**config.mk**
```make
export PLATFORM = sky130hd
export DESIGN_NAME = bfw_adder_tree
export DESIGN_NICKNAME = d
export VERILOG_FILES = /design/src/hdl/bilateral_filter_window_defines.svh /design/src/hdl/bfw_adder_tree.sv
export SDC_FILE = /design/constraint.sdc
export NUM_CORES = 2
export LEC_CHECK = 0
export BUFFER_PORTS_ARGS = -buffer_cell sky130_fd_sc_hd__buf_4
export CAP_MARGIN = 20
export CORE_MARGIN = 2
export CORE_UTILIZATION = 50
export CTS_BUF_LIST = sky130_fd_sc_hd__clkbuf_16
export CTS_CLUSTER_DIAMETER = 60
export DETAILED_ROUTE_END_ITERATION = 8
export HOLD_SLACK_MARGIN = 0.03
export PLACE_DENSITY_LB_ADDON = 0.3
export SLEW_MARGIN = 5
export SYNTH_ARGS = -nofsm -noshare
export SYNTH_HDL_FRONTEND = slang
export SYNTH_SLANG_ARGS = --single-unit
```
**constraint.sdc**
```tcl
create_clock -name clk -period 5.3 [get_ports clk]
set_clock_uncertainty 0.05 [all_clocks]
set_input_delay 0.795 -clock clk [delete_from_list [all_inputs] [get_ports clk]]
set_output_delay 0.795 -clock clk [all_outputs]
set_load 0.01 [all_outputs]
```
**src/hdl/bilateral_filter_window_defines.svh**
```systemverilog
// Assertion macros shared by the bilateral filter window RTL.
`ifndef BILATERAL_FILTER_WINDOW_DEFINES_SVH
`define BILATERAL_FILTER_WINDOW_DEFINES_SVH

// Checks that a condition holds at every clock edge outside reset.
`define BFW_ASSERT_ALWAYS(lbl, expr, msg) \
	lbl: assert property (@(posedge clk) disable iff (!arst_n) (expr)) else $error(msg);

// Checks that a condition at one edge implies another at the next edge.
`define BFW_ASSERT_NEXT(lbl, ante, cons, msg) \
	lbl: assert property (@(posedge clk) disable iff (!arst_n) (ante) |=> (cons)) else $error(msg);

`endif

```
**src/hdl/bfw_adder_tree.sv**
```systemverilog
// Registered binary adder tree over the tap products.
`timescale 1ns / 1ps
module bfw_adder_tree #(
	parameter int N = 25,
	parameter int W_IN = 40,
	parameter int W_OUT = 45
) (
	input logic clk,
	input logic adv,
	input logic [N-1:0][W_IN-1:0] leaves,
	output logic [W_OUT-1:0] sum
);
	localparam int LEVELS = $clog2(N);
	localparam int P = 1 << LEVELS;

	logic [W_OUT-1:0] leaf [P];
	logic [W_OUT-1:0] node_q [1:P-1];

	for (genvar j = 0; j < P; j++) begin : g_leaf
		if (j < N) begin : g_used
			assign leaf[j] = W_OUT'(leaves[j]);
		end else begin : g_zero
			assign leaf[j] = '0;
		end
	end

	always_ff @(posedge clk) begin
		if (adv) begin
			for (int i = 1; i < P; i++) begin
				if (2 * i >= P) begin
					node_q[i] <= leaf[2 * i - P] + leaf[2 * i + 1 - P];
				end else begin
					node_q[i] <= node_q[2 * i] + node_q[2 * i + 1];
				end
			end
		end
	end

	assign sum = node_q[1];
endmodule

```
Yosys cells after proc, flatten, opt, wreduce, memory -nomap -nowiden
Memory sizes are Yosys's and may differ from the RTL's.
Index checks and enable logic that the tools add are counted.
{ "word_totals": {"input_bits": 1002, "latchBits": 0, "memories": 1, "elab_cells": 30, "ff_bits": 0, "ram_bits": 1395, "mem_bits_ro": 0, "out_inout_bits": 45} }
{ "memory_table": {"columns": ["memory", "depth", "width", "read_ports", "rd_clocked_by_memory_dff", "wr", "line", "text"], "rows": [
  ["node_q", 31, 45, 31, 0, 31, "bfw_adder_tree.sv:17", "logic [W_OUT-1:0] node_q [1:P-1];"]
]} }
{ "classes": {"n_shift": 0, "n_addsub": 27, "reduce_logical": 0, "n_eq_ne": 0, "n_div": 0, "order_cmp": 0, "n_mux": 2, "mul": 0, "bitwise": 0} }
{ "ops": {"columns": ["operator", "count"], "rows": [
  ["$add 45x45->45", 15],
  ["$add 40x40->41", 12],
  ["$mux 1", 2]
]} }

Logic depth before layout (Yosys ltp)
{ "depth": {"word_depth": 2, "ltp_mapped": 15, "depth_no_buf": 14} }

Worst setup path after synthesis
No wires, ideal clock.
{ "synth_timing": {"path_kind": "input to register", "startpoint": "input leaves[320] in the netlist's numbering", "endpoint": "register, netlist name node_q[1][218]", "n_path_buf": 0, "slack_ns": 1.481, "arrival_time_ns": 3.512, "setup_ns": 0.258, "required_ns": 4.992, "cell_stages": 13, "cell_sequence": "ha_1 -> fa_1 -> a211oi_1 -> nor2_1 -> o21ai_1 -> o31ai_1 -> a2111oi_0 -> o21bai_1 -> o21a_1 -> a21o_1 -> a311o_1 -> a21oi_1 -> xnor2_1"} }
{ "synth_lines": {"columns": ["item", "line", "text"], "rows": [
  ["start: declaration", "bfw_adder_tree.sv:10", "input logic [N-1:0][W_IN-1:0] leaves,"]
]} }

==> reports/metrics.yaml <==
status: "completed"
fmax_ghz: 0.241
wl_per_cell_microns: 21.6
cp.required_ns: 5.76
ant_nets: 0
syn-num-nets: 10100
dieArea_sq_um: 170000
ir_worst_vdd_mv: 0.370
drc: 0
cts_resized: 0
finalCriticalPeriod_ns: 4.14
io_buffers: 1046
clockPowerShare_pct: 19.5
tritoncts: "built"
synth_area_sq_um: 83500
largest-register: "node_q"
gr-total-overflow: 0
r2r_slack_ns: 1.16
yosys_warnings: 0
row_count: 149
power_frac_comb_pct: 49.1
synth_cell_types: 99
worstHoldPathType: "in2reg"
clk_latency_ns: 0.77
via_per_inst: 5.93
powerDensity_nw_per_um2: 505
avgSynthCellArea_sq_um: 10.3
post-route-util_pct: 59.4
grt_max_degree: 157
numClockSinks: 1126
p_seq_share_pct: 31.4
largest_register_ffs: 1126
top_regs: "node_q (1126)"
post-route-period-util_pct: 78.2
p_int_w: 0.0299
synthToLayoutAreaGrowth_pct: 17.6
dp.final_hpwl_mm: 200
initial_core_util_pct: 50.5
worstSetupStartpointType: "flop"
vias: 67900
place_inst: 11200
synth-edff-count: 1126
ctsHoldBuffers: 0
grt_first_pass_wirelength_mm: 371
cp_max_fo: 5
synth_seq_cells: 1126
power_w: 0.0496
endpoint_kind: "flop"
antenna_found_initial: 17
die_h_microns: 413
slew-limit-headroom_pct: 35.7
switching_share_pct: 39.7
cap_violations: 0
worst_ep_arrival_time_ns: 4.60
finalHoldViolations: 0
report.final.slew_viol_count: 0
final_nets: 11200
drt_wl_total_mm: 248
power_leakage_nw: 42.8
grt_pass1_vias: 65900
rsz0062_at_grt: "no"
postCtsSetupRepairBufs: 0
most-common-layout-cells: "edfxtp_1, buf_4, ha_1"
boundaryPins: 1047
drtPass1Iterations: 5
power_switching_w: 0.0197
tns_ns: 0
drtIter0Drc: 5120
cts_buffers: 138
synth_async_sr_flop_share_pct: 0
layout_commonest_cell: "edfxtp_1"
synth_cells: 8132
gp_congestion: 0.969
die_w_microns: 413
drive_above_1_share_pct: 14.8
worstMarginPinSlew_ns: 0.964
synth_flop_cell: "edfxtp_1"
core_sq_um: 165000
cts-root-buf: "clkbuf_16"
h-tree-depth: 4
critPathKind: "reg2reg"
cts_buffer_depth: 3
final-instance-count-excl-fill: 11500
clk_pin_slew_worst_paths_ns: 0.06
finalSetupViolCount: 0
synth.yosys.seq_area_share_pct: 40.5
track_usage_pct: 28.0
[routing by layer]
metal / part of all wire (%) / global-route usage [%] / up-vias / wire [microns]
li1: - / - / 33000 / -
met1: 42 / 35.5 / 32200 / 104000
met2: 48 / 47.4 / 2346 / 118000
met3: 6.6 / 4.94 / 430 / 16200
met4: 4.0 / 10.7 / 14 / 9800
met5: 0.041 / 0 / - / 102
[stage by stage]
step / worst slack (ns) / area (sq um) / hold WS, ns
after floorplan: 1.48 / 83500 / 0.350
after global placement: 0.481 / 93500 / 0.352
after detailed placement: 0.419 / 93500 / 0.355
after CTS: 1.14 / 98200 / 0.0886
after global routing: 0.876 / 98300 / 0.0983
final: 1.16 / 98300 / 0.150
[synthesized netlist by cell type (25+ instances only)]
cell	n	share of area (%)
o31ai_1	41	0.37
inv_1	230	1.0
o211ai_1	55	0.49
and2_1	43	0.32
o21a_1	126	1.1
clkbuf_1	144	0.65
xor2_1	290	3.0
o21ai_1	33	0.20
a21o_1	611	5.5
xnor2_1	552	5.8
ha_1	979	15
or2_2	26	0.19
or3_1	28	0.21
a31oi_1	92	0.69
a211oi_1	67	0.60
and3_1	121	0.91
buf_4	45	0.40
nand4_1	119	0.89
nand2_1	449	2.0
o21ai_0	435	2.6
a21oi_1	871	5.2
a311oi_1	29	0.30
edfxtp_1	1126	40
nor2_1	456	2.0
nand2b_1	138	1.0
nor2b_1	149	1.1
o21bai_1	128	1.2
nand3_1	177	1.1
and4_1	25	0.26
nor3_1	112	0.67
[worst max-delay path, cell delays in order, from the launching register on]
cell	delay [ns]
edfxtp_1	0.39
ha_1	0.24
fa_1	0.43
a211oi_1	0.38
o211a_1	0.29
o31a_1	0.16
a21oi_1	0.14
a21oi_2	0.36
o21ai_1	0.23
a211oi_1	0.40
nand2_1	0.10
a311oi_1	0.36
o21a_1	0.23
o21ai_0	0.11
[cell families after synthesis]
kind of cell	Yosys count	synth area share, %
adder cells (fa/ha/maj)	1003	15.2
flip-flops	1126	40.5
AO/OA/AOI/OAI	2798	21.7
AND/OR/NAND/NOR	1931	11.6
buffers and inverters	429	2.16
XOR/XNOR	842	8.83
multiplexers	3	0.0375
[path summary, 6_finish.rpt]
path / from / end / cells after the start
max: node_q[0][90] / node_q[0][89] / 13
min: leaves[998] / node_q[1][578] / 1
max reg2reg: node_q[0][90] / node_q[0][89] / 13
min reg2reg: node_q[1][543] / node_q[0][633] / 0
[power by group through the flow]
stage	Combinational, W	Sequential [W]	Clock, W
2_1_floorplan	0.0174	0.0146	0
3_3_place_gp	0.0235	0.0157	0
3_5_place_dp	0.0238	0.0157	0
5_1_grt	0.0267	0.0158	0.0102
6_report	0.0243	0.0156	0.00970
4_1_cts	0.0241	0.0156	0.00989
[final cells by class]
type | instances | area (sq um)
clock inverters | 109 | 1090
fillers | 13800 | 67100
diodes | 9 | 22.5
inverters | 230 | 863
clock buffers | 146 | 3650
flip-flops and latches | 1126 | 33800
well taps | 2189 | 2740
multi-input cells | 6577 | 47900
repair buffers | 1072 | 8170
No activity file was read; power rests on OpenSTA's default activity.
