`src/hdl/bilateral_filter_window_defines.svh`:
```
// Assertion macros shared by the bilateral filter window RTL.
`ifndef BILATERAL_FILTER_WINDOW_DEFINES_SVH
`define BILATERAL_FILTER_WINDOW_DEFINES_SVH

// Checks that a condition holds at every clock edge outside reset.
`define BFW_ASSERT_ALWAYS(lbl, expr, msg) \
	lbl: assert property (@(posedge clk) disable iff (!arst_n) (expr)) else $error(msg);

// Checks that a condition at one edge implies another at the next edge.
`define BFW_ASSERT_NEXT(lbl, ante, cons, msg) \
	lbl: assert property (@(posedge clk) disable iff (!arst_n) (ante) |=> (cons)) else $error(msg);

`endif

```
`src/hdl/bfw_pkg.sv`:
```
// Shared constants and types of the bilateral filter window.
`timescale 1ns / 1ps
package bfw_pkg;
	localparam int WINDOW_RADIUS = 2;
	localparam int MAX_WIDTH = 1024;
	localparam int MAX_HEIGHT = 4096;
	localparam int WIDTH_REG_W = 11;
	localparam int HEIGHT_REG_W = 13;
	localparam int CFG_DATA_W = 13;
	localparam int CFG_INDEX_W = 1;
	localparam int PIX_W = 8;
	localparam int INDEX_W = 8;
	localparam int WEIGHT_W = 16;
	localparam int PRODW_W = 2 * WEIGHT_W;
	localparam int PROD_W = PRODW_W + PIX_W;

	localparam logic [1:0] FUNC_PIXEL = 2'd0;
	localparam logic [1:0] FUNC_SPATIAL = 2'd1;
	localparam logic [1:0] FUNC_RANGE = 2'd2;

	localparam logic [CFG_INDEX_W-1:0] REG_IMAGE_WIDTH = 1'd0;
	localparam logic [CFG_INDEX_W-1:0] REG_IMAGE_HEIGHT = 1'd1;

	typedef struct packed {
		logic adv;
		logic shift;
		logic rw_we;
		logic [INDEX_W-1:0] index;
		logic [WEIGHT_W-1:0] weight;
	} bfw_cell_ctl_t;

	typedef struct packed {
		logic valid;
		logic last;
		logic [PIX_W-1:0] centre;
	} bfw_meta_t;

	typedef struct packed {
		logic valid;
		logic last;
		logic [PIX_W-1:0] pixel;
	} bfw_result_t;
endpackage

```
`src/hdl/bfw_divider.sv`:
```
// Pipelined restoring divider giving the rounded weighted mean, one quotient bit per stage.
`timescale 1ns / 1ps
module bfw_divider #(
	parameter int NUM_W = 45,
	parameter int DEN_W = 37
) (
	input logic clk,
	input logic arst_n,
	input logic adv,
	input logic [NUM_W-1:0] num,
	input logic [DEN_W-1:0] den,
	input bfw_pkg::bfw_meta_t meta_in,
	output bfw_pkg::bfw_result_t result
);
	localparam int XW = NUM_W + 2;
	localparam int QW = bfw_pkg::PIX_W;

	logic [XW-1:0] rem_q [QW+1];
	logic [XW-1:0] d_q [QW+1];
	logic [QW-1:0] quo_q [QW+1];
	logic zero_q [QW+1];
	bfw_pkg::bfw_meta_t meta_q [QW+1];

	always_ff @(posedge clk) begin
		if (adv) begin
			rem_q[0] <= (XW'(num) << 1) + XW'(den);
			d_q[0] <= XW'(den) << 1;
			quo_q[0] <= '0;
			zero_q[0] <= (den == '0);
		end
	end

	always_ff @(posedge clk or negedge arst_n) begin
		if (!arst_n) begin
			meta_q[0] <= '0;
		end else if (adv) begin
			meta_q[0] <= meta_in;
		end
	end

	for (genvar j = 0; j < QW; j++) begin : g_step
		localparam int SH = QW - 1 - j;
		logic [XW-1:0] dsh;
		assign dsh = d_q[j] << SH;

		always_ff @(posedge clk) begin
			if (adv) begin
				if (rem_q[j] >= dsh) begin
					rem_q[j+1] <= rem_q[j] - dsh;
					quo_q[j+1] <= quo_q[j] | (QW'(1) << SH);
				end else begin
					rem_q[j+1] <= rem_q[j];
					quo_q[j+1] <= quo_q[j];
				end
				d_q[j+1] <= d_q[j];
				zero_q[j+1] <= zero_q[j];
			end
		end

		always_ff @(posedge clk or negedge arst_n) begin
			if (!arst_n) begin
				meta_q[j+1] <= '0;
			end else if (adv) begin
				meta_q[j+1] <= meta_q[j];
			end
		end
	end

	assign result.valid = meta_q[QW].valid;
	assign result.last = meta_q[QW].last;
	assign result.pixel = zero_q[QW] ? meta_q[QW].centre : quo_q[QW];
endmodule

```
`config.mk`:
```
export PLATFORM = sky130hd
export DESIGN_NAME = bfw_divider
export DESIGN_NICKNAME = d
export VERILOG_FILES = /design/src/hdl/bilateral_filter_window_defines.svh /design/src/hdl/bfw_pkg.sv /design/src/hdl/bfw_divider.sv
export SDC_FILE = /design/constraint.sdc
export NUM_CORES = 2
export LEC_CHECK = 0
export BUFFER_PORTS_ARGS = -buffer_cell sky130_fd_sc_hd__buf_2
export CAP_MARGIN = 20
export CORE_MARGIN = 2
export CORE_UTILIZATION = 28
export DETAILED_ROUTE_END_ITERATION = 8
export HOLD_SLACK_MARGIN = 0.12
export PLACE_DENSITY_LB_ADDON = 0.05
export SETUP_SLACK_MARGIN = 0.1
export SLEW_MARGIN = 5
export SYNTH_ARGS = -nofsm -noshare
export SYNTH_HDL_FRONTEND = slang
export SYNTH_SLANG_ARGS = --single-unit
```
`constraint.sdc`:
```
create_clock -name clk -period 6.2 [get_ports clk]
set_input_delay 0.62 -clock clk [delete_from_list [all_inputs] [get_ports clk]]
set_output_delay 0.62 -clock clk [all_outputs]
set_load 0.005 [all_outputs]
```
; Word-level counts from Yosys, hierarchy flattened
; Memories as Yosys holds them, arrays and structs flattened.
; Index checks and enable logic that the tools add are counted.
[word_totals]
regBits = 90
ram_bits = 927
input_bits = 95
output_inout_bits = 10
word_cells = 132
mem_count = 4
[op_classes]
add_sub_neg = 9
order_cmp = 8
muxes = 67
bitwise_logic = 16
n_reduce_logical = 1
[memory_table]
columns = memory, depth, width, rd, rd_clocked_by_memory_dff, write_ports, line
row1 = d_q, 9, 47, 8, 0, 9, bfw_divider.sv:19  ; logic [XW-1:0] d_q [QW+1];
row2 = rem_q, 9, 47, 8, 0, 9, bfw_divider.sv:18  ; logic [XW-1:0] rem_q [QW+1];
row3 = quo_q, 9, 8, 9, 0, 9, bfw_divider.sv:20  ; logic [QW-1:0] quo_q [QW+1];
row4 = zero_q, 9, 1, 9, 0, 9, bfw_divider.sv:21  ; logic zero_q [QW+1];
[ops]
columns = op, count
row1 = $ge A47 B47 Y1, 8
row2 = $mux W47, 8
row3 = $sub A47 B47 Y47, 8
row4 = $mux W8, 9
row5 = $mux W1, 50
row6 = $add A46 B37 Y47, 1
row7 = $logic_not A37 Y1, 1
row8 = $or A1 B1 Y1, 16

; Depth between registers and ports, before layout
; An unclocked memory read counts as a cell.
[depth]
depth_word = 6
ltp_mapped = 17
ltp_nobuf = 15

; Worst setup path after synthesis
; OpenSTA, ideal clock, no wires.
[synth_path]
kind = register to register
start = memory rem_q[3][28] (netlist name)
end = memory rem_q[4][37] (netlist name) (data pin)
setup_time_ps = 262
arrival_ps = 3322
required_ps = 5938
slack_ps = 2616
path_stages_with_launch = 14
n_path_buf = 2
synth_period_minus_slack_ps = 3584
path_cell_list = edfxtp_1 ha_1 buf_2 a21o_1 a21o_1 a21oi_1 a21oi_1 a211o_1 a21o_1 a41o_1 a21o_1 a2111oi_4 buf_2 mux2_1
[synth_rtl]
columns = item, line
row1 = from (decl), bfw_divider.sv:18

==> results.json <==
{
  "status": "complete, no violations",
  "layout.nets": 4842,
  "num_vias": 30678,
  "min_period_ns": 4.67,
  "crit_path_max_fanout": 25,
  "critPathCaptureType": "register",
  "power_w": 0.0232,
  "fin_crit_sh_pct": 75.3,
  "drive_above_1_share_pct": 10.1,
  "yosysWarnings": 0,
  "yosysTopAreaCell": "edfxtp_1",
  "fmax_mhz": 214,
  "synth_edf_count": 716,
  "synthArstFlopShare_pct": 11.2,
  "drc_errors": 0,
  "synth_seq_cells": 806,
  "ctsHtreeMaxLevel": 3,
  "grt_pass1_vias": 31958,
  "fp.dieW_um": 409,
  "cpPeakStageDelay_ns": 0.71,
  "syn2layout_area_growth_pct": 14.9,
  "nFillCells": 16654,
  "multi_input_area_um2": 20200,
  "die-area_um2": 167000,
  "yosysSeqAreaShare_pct": 51.7,
  "path_cells": "ha_1 > inv_1 > fa_1 > nand2_1 > a2111oi_0 > nor3_1 > o21ai_1 > a311oi_1 > a211oi_2 > a221o_1 > a31o_2 > buf_4 > o21ai_0",
  "clk_latency_ns": 0.71,
  "path_class": "register to register",
  "start_util_pct": 28.2,
  "pwr_density_cell_nw_per_um2": 439,
  "utilization_pct": 32.4,
  "final_area_um2": 52700,
  "die_h_um": 409,
  "antenna_cells": 0,
  "crit_slowest_cell": "a2111oi_0",
  "drv_slew": 0,
  "clockRootBuffer": "clkbuf_16",
  "tritoncts": "built",
  "syn_area_um2": 45900,
  "path_buf_inv": 2,
  "overflow": 0,
  "path_clk_slew_ns": 0.06,
  "grt_start_max_net_pins": 137,
  "hp-class": "primary input to register",
  "numPortBuffers": 104,
  "synth-main-ff-cell": "edfxtp_1",
  "vias_per_cell": 4.60,
  "regArea_um2": 23800,
  "ctsResizeCount": 0,
  "rsz0062_at_grt": "no",
  "relSlewSlack_pct": 30.3,
  "globalplace.congestion": 0.876,
  "synth_fp_nets": 4686,
  "place_ws_ns": 1.48,
  "crit_required_ns": 6.63,
  "hold_viol_final": 0,
  "cts_sinks": 806,
  "grt_antenna_before_repair": 0,
  "max-cap-violations": 0,
  "syn_inst": 4251,
  "tightest_slew_ns": 1.04,
  "dpl_cell_area_um2": 49000,
  "dp_hpwl_mm": 91.6,
  "numCtsBuffers": 103,
  "setup_ws_ns": 1.53,
  "grtUsageTotal_pct": 14.0,
  "dr.pass1.iters": 5,
  "ioPinCount": 105,
  "synth_top_cell_area_share_pct": 46.8,
  "clockBufferDepth": 3,
  "p_leak_nw": 21.2,
  "setup_tns_ns": 0,
  "totalWireLength_mm": 118,
  "yosys-top-cells-area": "edfxtp_1 (47%), ha_1 (9.1%), dfrtp_1 (4.9%)",
  "grt_pass1_wl_mm": 185,
  "critPathLaunchType": "register",
  "r2r-start": "d_q[0][48]",
  "arrival_ns": 5.10,
  "drtIter0Drc": 1852,
  "cpLargestDelayFamily": "compound AO/OA/AOI/OAI gates",
  "wl_per_cell_um": 17.7,
  "setup_viol": 0,
  "detail-route-antenna-nets": 0,
  "synth_cell_type_count": 78,
  "skew_ns": 0.0563,
  "avgSynthCellArea_um2": 10.8,
  "hp-start": "den[32]",
  "peakVddDrop_mv": 0.216,
  "cp-startpoint": "d_q[0][48]",
  "rows": 148,
  "core_um2": 163000
}
cell usage in the layout, fill, tap and decap left out, drive strengths merged, types with 67 or more instances in the layout:
cell    instances
nor2          243
a21o          176
buf           141
mux2          131
edfxtp        716
nand3          74
xor2          127
nand2         347
nand4          67
xnor2         169
dfrtp          90
inv           381
ha            332
a21oi         394
o21ai         308
clkbuf        144
flip-flops by register name (all words and copies together) (netlist names):
register  flops
rem_q       376
d_q         295
meta_q       88
quo_q        36
zero_q        9
result        2
cell type report:
class	instances	area share [%]
Timing Repair Buffer	182	2.43
Clock inverter	46	0.937
Clock buffer	144	5.37
Multi-Input combinational cell	2936	38.4
Tap cell	2175	5.16
Inverter	378	2.69
Sequential cell	806	45.0
metal layers:
| metal | vias up | track usage [%] | wire length (um) |
|---|---|---|---|
| met1 | 14208 | 18.4 | 55600 |
| met3 | 203 | 1.79 | 3170 |
| li1 | 15817 | - | - |
| met4 | 0 | 6.15 | 4860 |
| met2 | 450 | 23.0 | 54100 |
| met5 | - | 0 | 0 |
final timing paths:
| check | endpoint | cells past startpoint | slack (ns) |
|---|---|---|---|
| setup reg to reg | rem_q[2][42] | 13 | 1.53 |
| hold / removal | d_q[0][33] | 1 | 0.19 |
| setup / recovery | rem_q[2][42] | 13 | 1.53 |
| hold reg to reg | zero_q[0][2] | 0 | 0.41 |
| max in group asynchronous | meta_q[1] | 3 | 4.70 |
| min in group asynchronous | meta_q[19] | 2 | 0.34 |
through the flow:
stage,std cells,hold WS (ns)
after CTS,6666,0.121
final,6667,0.186
after floorplan,4251,0.324
after global routing,6667,0.148
after detailed placement,6435,0.405
after global placement,6435,0.401
where the power goes:
part	switching [W]	internal, W
logic	0.00499	0.00374
registers	0.000856	0.00775
clock network	0.00239	0.00345
logic make-up (layout without fill, tap and decap cells):
family                   Yosys count  after routing  synth area share (%)
buffers and inverters            509            750                  4.22
AND/OR/NAND/NOR                 1035           1035                  10.7
adder cells (fa/ha/maj)          340            340                  9.40
flip-flops                       806            806                  51.7
XOR/XNOR                         296            296                  5.65
AO/OA/AOI/OAI                   1131           1131                  15.0
multiplexers                     134            134                  3.28
synthesized netlist by cell type, types with 28 or more instances:
library cell	instances
edfxtp_1	716
o21ai_0	299
o21bai_1	28
nor2b_1	43
xnor2_1	169
and3_1	33
nor4_1	35
a21oi_1	394
nand2b_1	50
clkbuf_1	109
nand3_1	74
dfrtp_1	90
xor2_1	127
mux2_2	129
ha_1	332
a21o_1	176
nand4_1	67
nor3_1	52
nor2_1	243
nand2_1	347
inv_1	377
o21a_1	34
timing repair:
item,CTS,global route
buffers inserted,0,0
hold endpoints to repair,61,0
hold buffers,41,0
(Power assumes the default switching activity.)
